$ cat src/hw/rtl/i2cmra_pkg.sv
// shared types and constants of the i2c master register access unit
package i2cmra_pkg;

    // request codes of an input item
    localparam logic [1:0] REQ_TICK  = 2'd0;
    localparam logic [1:0] REQ_WRITE = 2'd1;
    localparam logic [1:0] REQ_READ  = 2'd2;

    // register indexes of the configuration port
    localparam logic REG_DEVICE_ADDRESS      = 1'b0;
    localparam logic REG_READ_START_REGISTER = 1'b1;

    localparam logic [6:0] DEVICE_ADDRESS_RESET      = 7'd30;
    localparam logic [7:0] READ_START_REGISTER_RESET = 8'd3;

    typedef enum logic [3:0] {
        ST_IDLE   = 4'd0,
        ST_START  = 4'd1,
        ST_ADDR_W = 4'd2,
        ST_REG    = 4'd3,
        ST_DATA   = 4'd4,
        ST_RSTART = 4'd5,
        ST_ADDR_R = 4'd6,
        ST_RECV   = 4'd7,
        ST_STOP   = 4'd8
    } t_step;

    typedef struct packed {
        logic [1:0] req_type;
        logic [7:0] reg_addr;
        logic [7:0] wr_data;
        logic       sda_in;
    } t_in_item;

    typedef struct packed {
        logic       scl;
        logic       sda_out;
        logic       busy_res;
        logic       read_valid;
        logic [7:0] read_data;
        logic [3:0] read_index;
        logic       done_res;
    } t_out_item;

    typedef struct packed {
        logic [6:0] device_address;
        logic [7:0] read_start_register;
    } t_cfg;

endpackage

$ cat src/hw/rtl/i2cmra_seq.sv
// bus phase sequencer: holds the transaction state and works out one phase per tick item
module i2cmra_seq #(
    parameter int READ_BYTES = 6
) (
    input  logic                  i_clk,
    input  logic                  i_rst_n,
    input  logic                  i_adv,
    input  i2cmra_pkg::t_in_item  i_item,
    input  i2cmra_pkg::t_cfg      i_cfg,
    output i2cmra_pkg::t_out_item o_res
);

    localparam logic [3:0] LastByte = 4'(READ_BYTES - 1);

    i2cmra_pkg::t_step r_step, n_step;
    logic [1:0] r_phase, n_phase;
    logic [3:0] r_bit, n_bit;
    logic [3:0] r_byte, n_byte;
    logic [7:0] r_shift, n_shift;
    logic       r_is_read, n_is_read;
    logic [7:0] r_held_addr, n_held_addr;
    logic [7:0] r_held_data, n_held_data;
    logic       r_scl, n_scl;
    logic       r_sda, n_sda;

    logic              last_phase;
    logic              go;
    i2cmra_pkg::t_step go_target;
    logic              rd_valid;
    logic [7:0]        rd_data;
    logic [3:0]        rd_index;
    logic              done;
    logic              last_byte;

    assign last_byte = (r_byte >= LastByte);

    // next state
    always_comb begin
        n_step      = r_step;
        n_phase     = r_phase;
        n_bit       = r_bit;
        n_byte      = r_byte;
        n_shift     = r_shift;
        n_is_read   = r_is_read;
        n_held_addr = r_held_addr;
        n_held_data = r_held_data;
        n_scl       = r_scl;
        n_sda       = r_sda;
        last_phase  = (r_phase >= 2'd2);
        go          = 1'b0;
        go_target   = i2cmra_pkg::ST_IDLE;
        rd_valid    = 1'b0;
        rd_data     = 8'd0;
        rd_index    = 4'd0;
        done        = 1'b0;

        if (r_step == i2cmra_pkg::ST_IDLE) begin
            if (i_item.req_type == i2cmra_pkg::REQ_WRITE ||
                i_item.req_type == i2cmra_pkg::REQ_READ) begin
                n_is_read   = (i_item.req_type == i2cmra_pkg::REQ_READ);
                n_held_addr = n_is_read ? i_cfg.read_start_register : i_item.reg_addr;
                n_held_data = n_is_read ? 8'd0 : i_item.wr_data;
                n_byte      = 4'd0;
                go          = 1'b1;
                go_target   = i2cmra_pkg::ST_START;
            end
        end else if (i_item.req_type == i2cmra_pkg::REQ_TICK) begin
            unique case (r_step)
                i2cmra_pkg::ST_START, i2cmra_pkg::ST_RSTART: begin
                    if (r_phase == 2'd0) begin
                        n_sda = 1'b1;
                        n_scl = 1'b1;
                    end else if (r_phase == 2'd1) begin
                        n_sda = 1'b0;
                    end else begin
                        n_scl     = 1'b0;
                        go        = 1'b1;
                        go_target = (r_step == i2cmra_pkg::ST_START) ?
                                    i2cmra_pkg::ST_ADDR_W : i2cmra_pkg::ST_ADDR_R;
                    end
                end
                i2cmra_pkg::ST_ADDR_W, i2cmra_pkg::ST_REG,
                i2cmra_pkg::ST_DATA, i2cmra_pkg::ST_ADDR_R: begin
                    if (r_phase == 2'd0) begin
                        n_scl = 1'b0;
                        n_sda = (r_bit < 4'd8) ? r_shift[7] : 1'b1;
                    end else if (r_phase == 2'd1) begin
                        n_scl = 1'b1;
                    end else begin
                        n_scl = 1'b0;
                        if (r_bit < 4'd8) begin
                            n_shift = {r_shift[6:0], 1'b0};
                            n_bit   = r_bit + 4'd1;
                            n_phase = 2'd0;
                        end else begin
                            go = 1'b1;
                            unique case (r_step)
                                i2cmra_pkg::ST_ADDR_W: go_target = i2cmra_pkg::ST_REG;
                                i2cmra_pkg::ST_REG:    go_target = r_is_read ?
                                    i2cmra_pkg::ST_RSTART : i2cmra_pkg::ST_DATA;
                                i2cmra_pkg::ST_DATA:   go_target = i2cmra_pkg::ST_STOP;
                                default:               go_target = i2cmra_pkg::ST_RECV;
                            endcase
                        end
                    end
                end
                i2cmra_pkg::ST_RECV: begin
                    if (r_phase == 2'd0) begin
                        n_scl = 1'b0;
                        // master ack on all but the last byte
                        n_sda = (r_bit < 4'd8) ? 1'b1 : last_byte;
                    end else if (r_phase == 2'd1) begin
                        n_scl = 1'b1;
                    end else begin
                        n_scl = 1'b0;
                        if (r_bit < 4'd8) begin
                            n_shift = {r_shift[6:0], i_item.sda_in};
                            n_bit   = r_bit + 4'd1;
                            n_phase = 2'd0;
                        end else begin
                            rd_valid = 1'b1;
                            rd_data  = r_shift;
                            rd_index = r_byte;
                            if (last_byte) begin
                                go        = 1'b1;
                                go_target = i2cmra_pkg::ST_STOP;
                            end else begin
                                n_byte  = r_byte + 4'd1;
                                n_bit   = 4'd0;
                                n_shift = 8'd0;
                                n_phase = 2'd0;
                            end
                        end
                    end
                end
                i2cmra_pkg::ST_STOP: begin
                    if (r_phase == 2'd0) begin
                        n_scl = 1'b0;
                        n_sda = 1'b0;
                    end else if (r_phase == 2'd1) begin
                        n_scl = 1'b1;
                    end else begin
                        n_sda   = 1'b1;
                        n_step  = i2cmra_pkg::ST_IDLE;
                        n_phase = 2'd0;
                        done    = 1'b1;
                    end
                end
                default: begin
                    n_step     = i2cmra_pkg::ST_IDLE;
                    n_phase    = 2'd0;
                    last_phase = 1'b1;
                end
            endcase
            if (!last_phase) begin
                n_phase = r_phase + 2'd1;
            end
        end

        // entry into a new step
        if (go) begin
            n_step  = go_target;
            n_phase = 2'd0;
            n_bit   = 4'd0;
            unique case (go_target)
                i2cmra_pkg::ST_ADDR_W: n_shift = {i_cfg.device_address, 1'b0};
                i2cmra_pkg::ST_REG:    n_shift = r_held_addr;
                i2cmra_pkg::ST_DATA:   n_shift = r_held_data;
                i2cmra_pkg::ST_ADDR_R: n_shift = {i_cfg.device_address, 1'b1};
                i2cmra_pkg::ST_RECV: begin
                    n_shift = 8'd0;
                    n_byte  = 4'd0;
                end
                default: ;
            endcase
        end
    end

    // result of this item
    always_comb begin
        o_res.scl        = n_scl;
        o_res.sda_out    = n_sda;
        o_res.busy_res   = (n_step != i2cmra_pkg::ST_IDLE);
        o_res.read_valid = rd_valid;
        o_res.read_data  = rd_data;
        o_res.read_index = rd_index;
        o_res.done_res   = done;
    end

    always_ff @(posedge i_clk) begin
        if (!i_rst_n) begin
            r_step      <= i2cmra_pkg::ST_IDLE;
            r_phase     <= 2'd0;
            r_bit       <= 4'd0;
            r_byte      <= 4'd0;
            r_shift     <= 8'd0;
            r_is_read   <= 1'b0;
            r_held_addr <= 8'd0;
            r_held_data <= 8'd0;
            r_scl       <= 1'b1;
            r_sda       <= 1'b1;
        end else if (i_adv) begin
            r_step      <= n_step;
            r_phase     <= n_phase;
            r_bit       <= n_bit;
            r_byte      <= n_byte;
            r_shift     <= n_shift;
            r_is_read   <= n_is_read;
            r_held_addr <= n_held_addr;
            r_held_data <= n_held_data;
            r_scl       <= n_scl;
            r_sda       <= n_sda;
        end
    end

endmodule

$ cat src/hw/rtl/i2c_master_register_access_unit.sv
// top level of the i2c master register access unit: ports, config registers, pipeline
// Each input item is one of the three phases of a bus step (a tick) or a command that loads a
// register write or a burst read of READ_BYTES bytes; one result item comes back for
// every input item. The unit takes one item per clock cycle unless o_in_stall holds it, and
// each item passes through an input register, which feeds the phase sequencer, whose outcome is
// caught in a result register. A held result does not block intake until both registers
// are full. Commands are taken only when the bus is idle; otherwise they are answered with
// the current line levels. Configuration registers: device_address at byte 0, and
// read_start_register at byte 4.
module i2c_master_register_access_unit #(
    parameter int READ_BYTES = 6
) (
    input  logic                  i_clk,
    input  logic                  i_rst_n,
    input  logic                  psel,
    input  logic                  penable,
    input  logic                  pwrite,
    input  logic [2:0]            paddr,
    input  logic [31:0]           pwdata,
    output logic [31:0]           prdata,
    output logic                  pready,
    input  logic                  i_in_valid,
    output logic                  o_in_stall,
    input  i2cmra_pkg::t_in_item  i_in_item,
    output logic                  o_out_valid,
    input  logic                  i_out_stall,
    output i2cmra_pkg::t_out_item o_out_item
);

    i2cmra_pkg::t_cfg      r_cfg;
    logic                  r_in_valid;
    i2cmra_pkg::t_in_item  r_in_item;
    logic                  r_out_valid;
    i2cmra_pkg::t_out_item r_out_item;
    i2cmra_pkg::t_out_item seq_res;
    logic                  out_free;
    logic                  adv;
    logic                  cfg_wr;

    assign pready = 1'b1;
    assign cfg_wr = psel && penable && pwrite;

    always_ff @(posedge i_clk) begin
        if (!i_rst_n) begin
            r_cfg.device_address      <= i2cmra_pkg::DEVICE_ADDRESS_RESET;
            r_cfg.read_start_register <= i2cmra_pkg::READ_START_REGISTER_RESET;
        end else if (cfg_wr) begin
            unique case (paddr[2])
                i2cmra_pkg::REG_DEVICE_ADDRESS:
                    r_cfg.device_address <= pwdata[6:0];
                i2cmra_pkg::REG_READ_START_REGISTER:
                    r_cfg.read_start_register <= pwdata[7:0];
                default: ;
            endcase
        end
    end

    always_comb begin
        unique case (paddr[2])
            i2cmra_pkg::REG_DEVICE_ADDRESS:
                prdata = {25'd0, r_cfg.device_address};
            i2cmra_pkg::REG_READ_START_REGISTER:
                prdata = {24'd0, r_cfg.read_start_register};
            default:
                prdata = 32'd0;
        endcase
    end

    // an item moves into the sequencer when the result register can take its outcome
    assign out_free   = !r_out_valid || !i_out_stall;
    assign adv        = r_in_valid && out_free;
    assign o_in_stall = r_in_valid && !out_free;

    always_ff @(posedge i_clk) begin
        if (!i_rst_n) begin
            r_in_valid <= 1'b0;
        end else if (!o_in_stall) begin
            r_in_valid <= i_in_valid;
        end
    end

    always_ff @(posedge i_clk) begin
        if (!o_in_stall && i_in_valid) begin
            r_in_item <= i_in_item;
        end
    end

    i2cmra_seq #(
        .READ_BYTES (READ_BYTES)
    ) u_seq (
        .i_clk   (i_clk),
        .i_rst_n (i_rst_n),
        .i_adv   (adv),
        .i_item  (r_in_item),
        .i_cfg   (r_cfg),
        .o_res   (seq_res)
    );

    always_ff @(posedge i_clk) begin
        if (!i_rst_n) begin
            r_out_valid <= 1'b0;
        end else if (out_free) begin
            r_out_valid <= adv;
        end
    end

    always_ff @(posedge i_clk) begin
        if (adv) begin
            r_out_item <= seq_res;
        end
    end

    assign o_out_valid = r_out_valid;
    assign o_out_item  = r_out_item;

endmodule
$ cat config.mk
export PLATFORM = sky130hd
export DESIGN_NAME = i2c_master_register_access_unit
export DESIGN_NICKNAME = d
export VERILOG_FILES = /design/src/hw/rtl/i2cmra_pkg.sv /design/src/hw/rtl/i2cmra_seq.sv /design/src/hw/rtl/i2c_master_register_access_unit.sv
export SDC_FILE = /design/constraint.sdc
export NUM_CORES = 1
export LEC_CHECK = 0
export BUFFER_PORTS_ARGS = -buffer_cell sky130_fd_sc_hd__buf_2
export CORE_UTILIZATION = 40
export CTS_CLUSTER_SIZE = 10
export DETAILED_ROUTE_END_ITERATION = 8
export HOLD_SLACK_MARGIN = 0.15
export PLACE_DENSITY = 0.71
export SLEW_MARGIN = 20
export SYNTH_ARGS = -nofsm -noshare
export SYNTH_HDL_FRONTEND = slang
export SYNTH_SLANG_ARGS = --single-unit
$ cat constraint.sdc
create_clock -name i_clk -period 2.3 [get_ports i_clk]
set_clock_uncertainty 0.05 [all_clocks]
set_input_delay 0 -clock i_clk [delete_from_list [all_inputs] [get_ports i_clk]]
set_output_delay 0 -clock i_clk [all_outputs]
set_load 0.01 [all_outputs]
==> metrics.md <==
| Metric | Value |
|---|---|
| Max clock buf depth | `2` |
| Pint | `2.97 mW` |
| Post-route ant nets | `0` |
| WL final | `13800 um` |
| Final worst slack | `-0.0100 ns` |
| XOR/XNOR Fraction of Synth Area | `0%` |
| Post-synth EDFFs | `36` |
| Final hold violation count | `0` |
| End-of-flow core utilization | `56.2%` |
| Register bit count reported by yosys | `94` |
| Final Cell Area | `6800 um^2` |
| Compound-Gate Fraction of Synth Area | `21.2%` |
| Pre-CTS setup slack | `-0.0959 ns` |
| Gr ovfl total | `0` |
| Max capacitance violation total | `0` |
| Crit path time final | `2.31 ns` |
| GP Congestion | `0.911` |
| DIE AREA | `13000 um^2` |
| # clock sinks | `94` |
| Die extent in y | `114 um` |
| Total GRT Usage | `22.2%` |
| IO Port Bufs | `61` |
| # setup viols final | `1` |
| Endpoint class of the critical path | `flip-flop` |
| Core area | `12100 um^2` |
| Leakage | `2.66 nW` |
| Clk slew on worst S/H paths | `0.06 ns` |
| Vias/cell | `5.25` |
| Nets | `776` |
| 1st-iter DRT viols | `326` |
| Startpoint Class | `flip-flop` |
| First-pass DRT Iterations | `4` |
| # H-tree levels | `3` |
| I/O pin count | `113` |
| Worst Path Class, Setup | `reg2reg` |
| Share of layout cells above drive strength 1 | `29.6%` |
| Synthesized cell area | `5000 um^2` |
| Placed Area | `5850 um^2` |
| Initial antenna violation count | `0` |
| First-pass GRT wire length | `22200 um` |
| Power share of the clock group | `40.3%` |
| Post-Synth Adder-Cell Area | `2.75%` |
| Worst Path Max Fanout | `5` |
| Top cell type's share of synthesized area | `23.2%` |
| Main combinational cell family by area after synthesis | `compound AO/OA/AOI/OAI gates` |
| Hold Path Class | `in2reg` |
| Final slew viol count | `0` |
| Combinational share of power | `13.0%` |
| Crit path DAT | `2.50 ns` |
| Seq pwr share | `46.7%` |
| Die W | `114 um` |
| Crit share post-route | `100%` |
| Status | `finished, violations left` |
| Worst vdd ir | `0.629 mV` |
| Post-synthesis simple-gate area fraction | `19.8%` |
| Routed len/inst | `15.8 um` |
| Crit path required time | `2.49 ns` |
| CTS tree | `yes` |
| Netlist cell types | `66` |
| Area grow syn2layout | `36.0%` |
| CP cell instances | `inv_4 -> ha_4 -> or2_4 -> a2111oi_4 -> a21oi_2 -> buf_4 -> a211oi_1 -> buf_4 -> o31ai_2` |
| Via count | `4603` |
| Sw Ratio | `23.9%` |
| Slowest CP cell | `a2111oi_4` |
| Largest cells by area after synthesis | `dfxtp_1, edfxtp_1, nand2_1` |
| RSZ-0062 raised after global routing | `true` |
| Power per Cell Area | `574 nW/um^2` |
| Initial Utilization | `41.3%` |
| Most used cell, CP | `buf_4` |
| Sequential share of the synthesized area | `44.8%` |
| Ant diodes | `0` |
| Ys async rst share | `0%` |
| Post-DP HPWL | `9920 um` |
| Clock Latency Late Sink | `0.35 ns` |
| CTS Buf Count | `9` |
| Syn. warnings | `0` |
| Slew Limit Headroom | `54.3%` |
| Primary FF master, synth | `dfxtp_1` |
| Vias in the first global route | `4532` |
| Setup TNS | `-0.0100 ns` |
| F_max | `0.433 GHz` |
| Switching pwr | `932 uW` |
| Crit-path max cell delay | `0.40 ns` |
| Area leader, netlist | `dfxtp_1` |
| Syn Inst Count | `541` |
| Least-Margin Pin Slew | `0.686 ns` |
| Cell row count | `40` |
| Power, Total | `3.91 mW` |
| Syn_area_per_cell | `9.25 um^2` |
| Failing checks | `setup timing` |
| Clk root buf | `clkbuf_16` |
| Drt drc | `0` |
| Largest net degree at the start of global routing | `30` |
| Post-synthesis mux area share | `3.58%` |
## cells in the final DEF (no fill, tap or decap), types with 7 or more instances in the layout
master,Yosys,routed
nand2_1,75,75
buf_4,26,75
buf_2,11,61
dfxtp_1,58,53
dlygate4sd3_1,0,44
a21oi_1,37,36
edfxtp_1,36,36
nor2_1,29,28
o21ai_0,25,25
conb_1,2,25
and2_1,16,15
nand3_1,16,15
inv_1,15,13
a211oi_1,17,11
nand3b_1,10,10
mux2i_1,10,10
a21o_1,10,9
clkbuf_16,0,9
ha_1,11,8
o211ai_1,7,7
mux2_2,7,7
a311oi_1,8,7
## final timing paths
| check | depth (start not counted) | from | slack, ns | end |
|---|---|---|---|---|
| worst max-delay path | 9 | u_seq.r_phase[0]$_SDFFE_PN0P_ | -0.01 | u_seq.r_shift[3]$_SDFFE_PN0P_ |
| worst min-delay path | 5 | paddr[2] | 0.18 | r_cfg[1]$_SDFFE_PN1P_ |
| worst max register to register | 9 | u_seq.r_phase[0]$_SDFFE_PN0P_ | -0.01 | u_seq.r_shift[3]$_SDFFE_PN0P_ |
| worst min register to register | 2 | u_seq.r_held_data[2]$_SDFFE_PN0P_ | 0.41 | u_seq.r_held_data[2]$_SDFFE_PN0P_ |
## logic make-up after synthesis
logic type                 count (synthesis)
other                                      2
adders and majority gates                 11
DFF                                       94
AOI/OAI and AO/OA                        152
muxes                                     17
and+or+nand+nor                          196
buffers and inverters                     69
## through the flow
| step | hold WS [ns] | std cells |
|---|---|---|
| 6_report | 0.177 | 877 |
| 2_1_floorplan | 0.0489 | 564 |
| 5_1_grt | 0.247 | 877 |
| 3_5_place_dp | 0.128 | 813 |
| 4_1_cts | 0.164 | 874 |
| 3_3_place_gp | 0.126 | 813 |
## per-layer routing
metal	global-route usage (%)	up-vias	wire, um
met4	9.70	0	342
met3	3.51	24	566
met5	0	-	0
met1	26.2	2171	5830
met2	39.7	152	7080
li1	-	2256	-
## worst max-delay path, delay by kind of cell (launching register included)
kind / cells / cell delay, ns
DFF: 1 / 0.38
AOI/OAI and AO/OA: 4 / 0.91
buffers and inverters: 3 / 0.40
adders and majority gates: 1 / 0.17
and+or+nand+nor: 1 / 0.27
## state kept, by name (all words and copies together) (netlist names)
signal,cells
u_seq.r_sda,1
u_seq.r_held_data,8
u_seq.r_held_addr,8
r_cfg,15
u_seq.r_scl,1
u_seq.r_is_read,1
u_seq.r_byte,4
r_in_valid,1
o_out_item,17
o_out_valid,1
u_seq.r_step,4
u_seq.r_bit,4
u_seq.r_phase,2
u_seq.r_shift,8
r_in_item,19
## power groups by stage
stage | clock network [mW] | registers (mW) | logic (mW)
2_1_floorplan | 0 | 1.86 | 0.278
3_3_place_gp | 0 | 1.86 | 0.423
3_5_place_dp | 0 | 1.86 | 0.429
4_1_cts | 1.60 | 1.82 | 0.482
5_1_grt | 1.67 | 1.83 | 0.556
6_report | 1.57 | 1.82 | 0.509
## synth_stat cells, drive strengths merged (4+ instances only)
cell and n:
nand3 16, or3 4, and2 17, mux2i 10
nor2b 6, a211oi 17, a311oi 8, inv 15
a21oi 41, o21ai 27, mux2 7, o211ai 7
buf 42, clkbuf 11, nand2b 5, a21o 10
edfxtp 36, nand3b 10, a31oi 5, nor2 31
nand4 5, nand2 76, dfxtp 58, o221ai 5
ha 11, nor3 6, and3 8
## repair_timing
item	in CTS	in global routing
cloned	0	0
hold endpoints to repair	44	0
buffers inserted	1	5
setup endpoints to repair	15	17
hold buffers	44	0
resized for setup	5	30
pin swaps	0	12
## cell type report
type / count / area [um^2]
clock buffer: 10 / 229
multi-input combinational: 401 / 2620
inverter: 16 / 62.6
timing repair buffer: 182 / 1340
fill: 1086 / 5310
tap: 168 / 210
sequential: 94 / 2250
clock inverter: 6 / 85.1
Power figures use the tool's default switching activity.
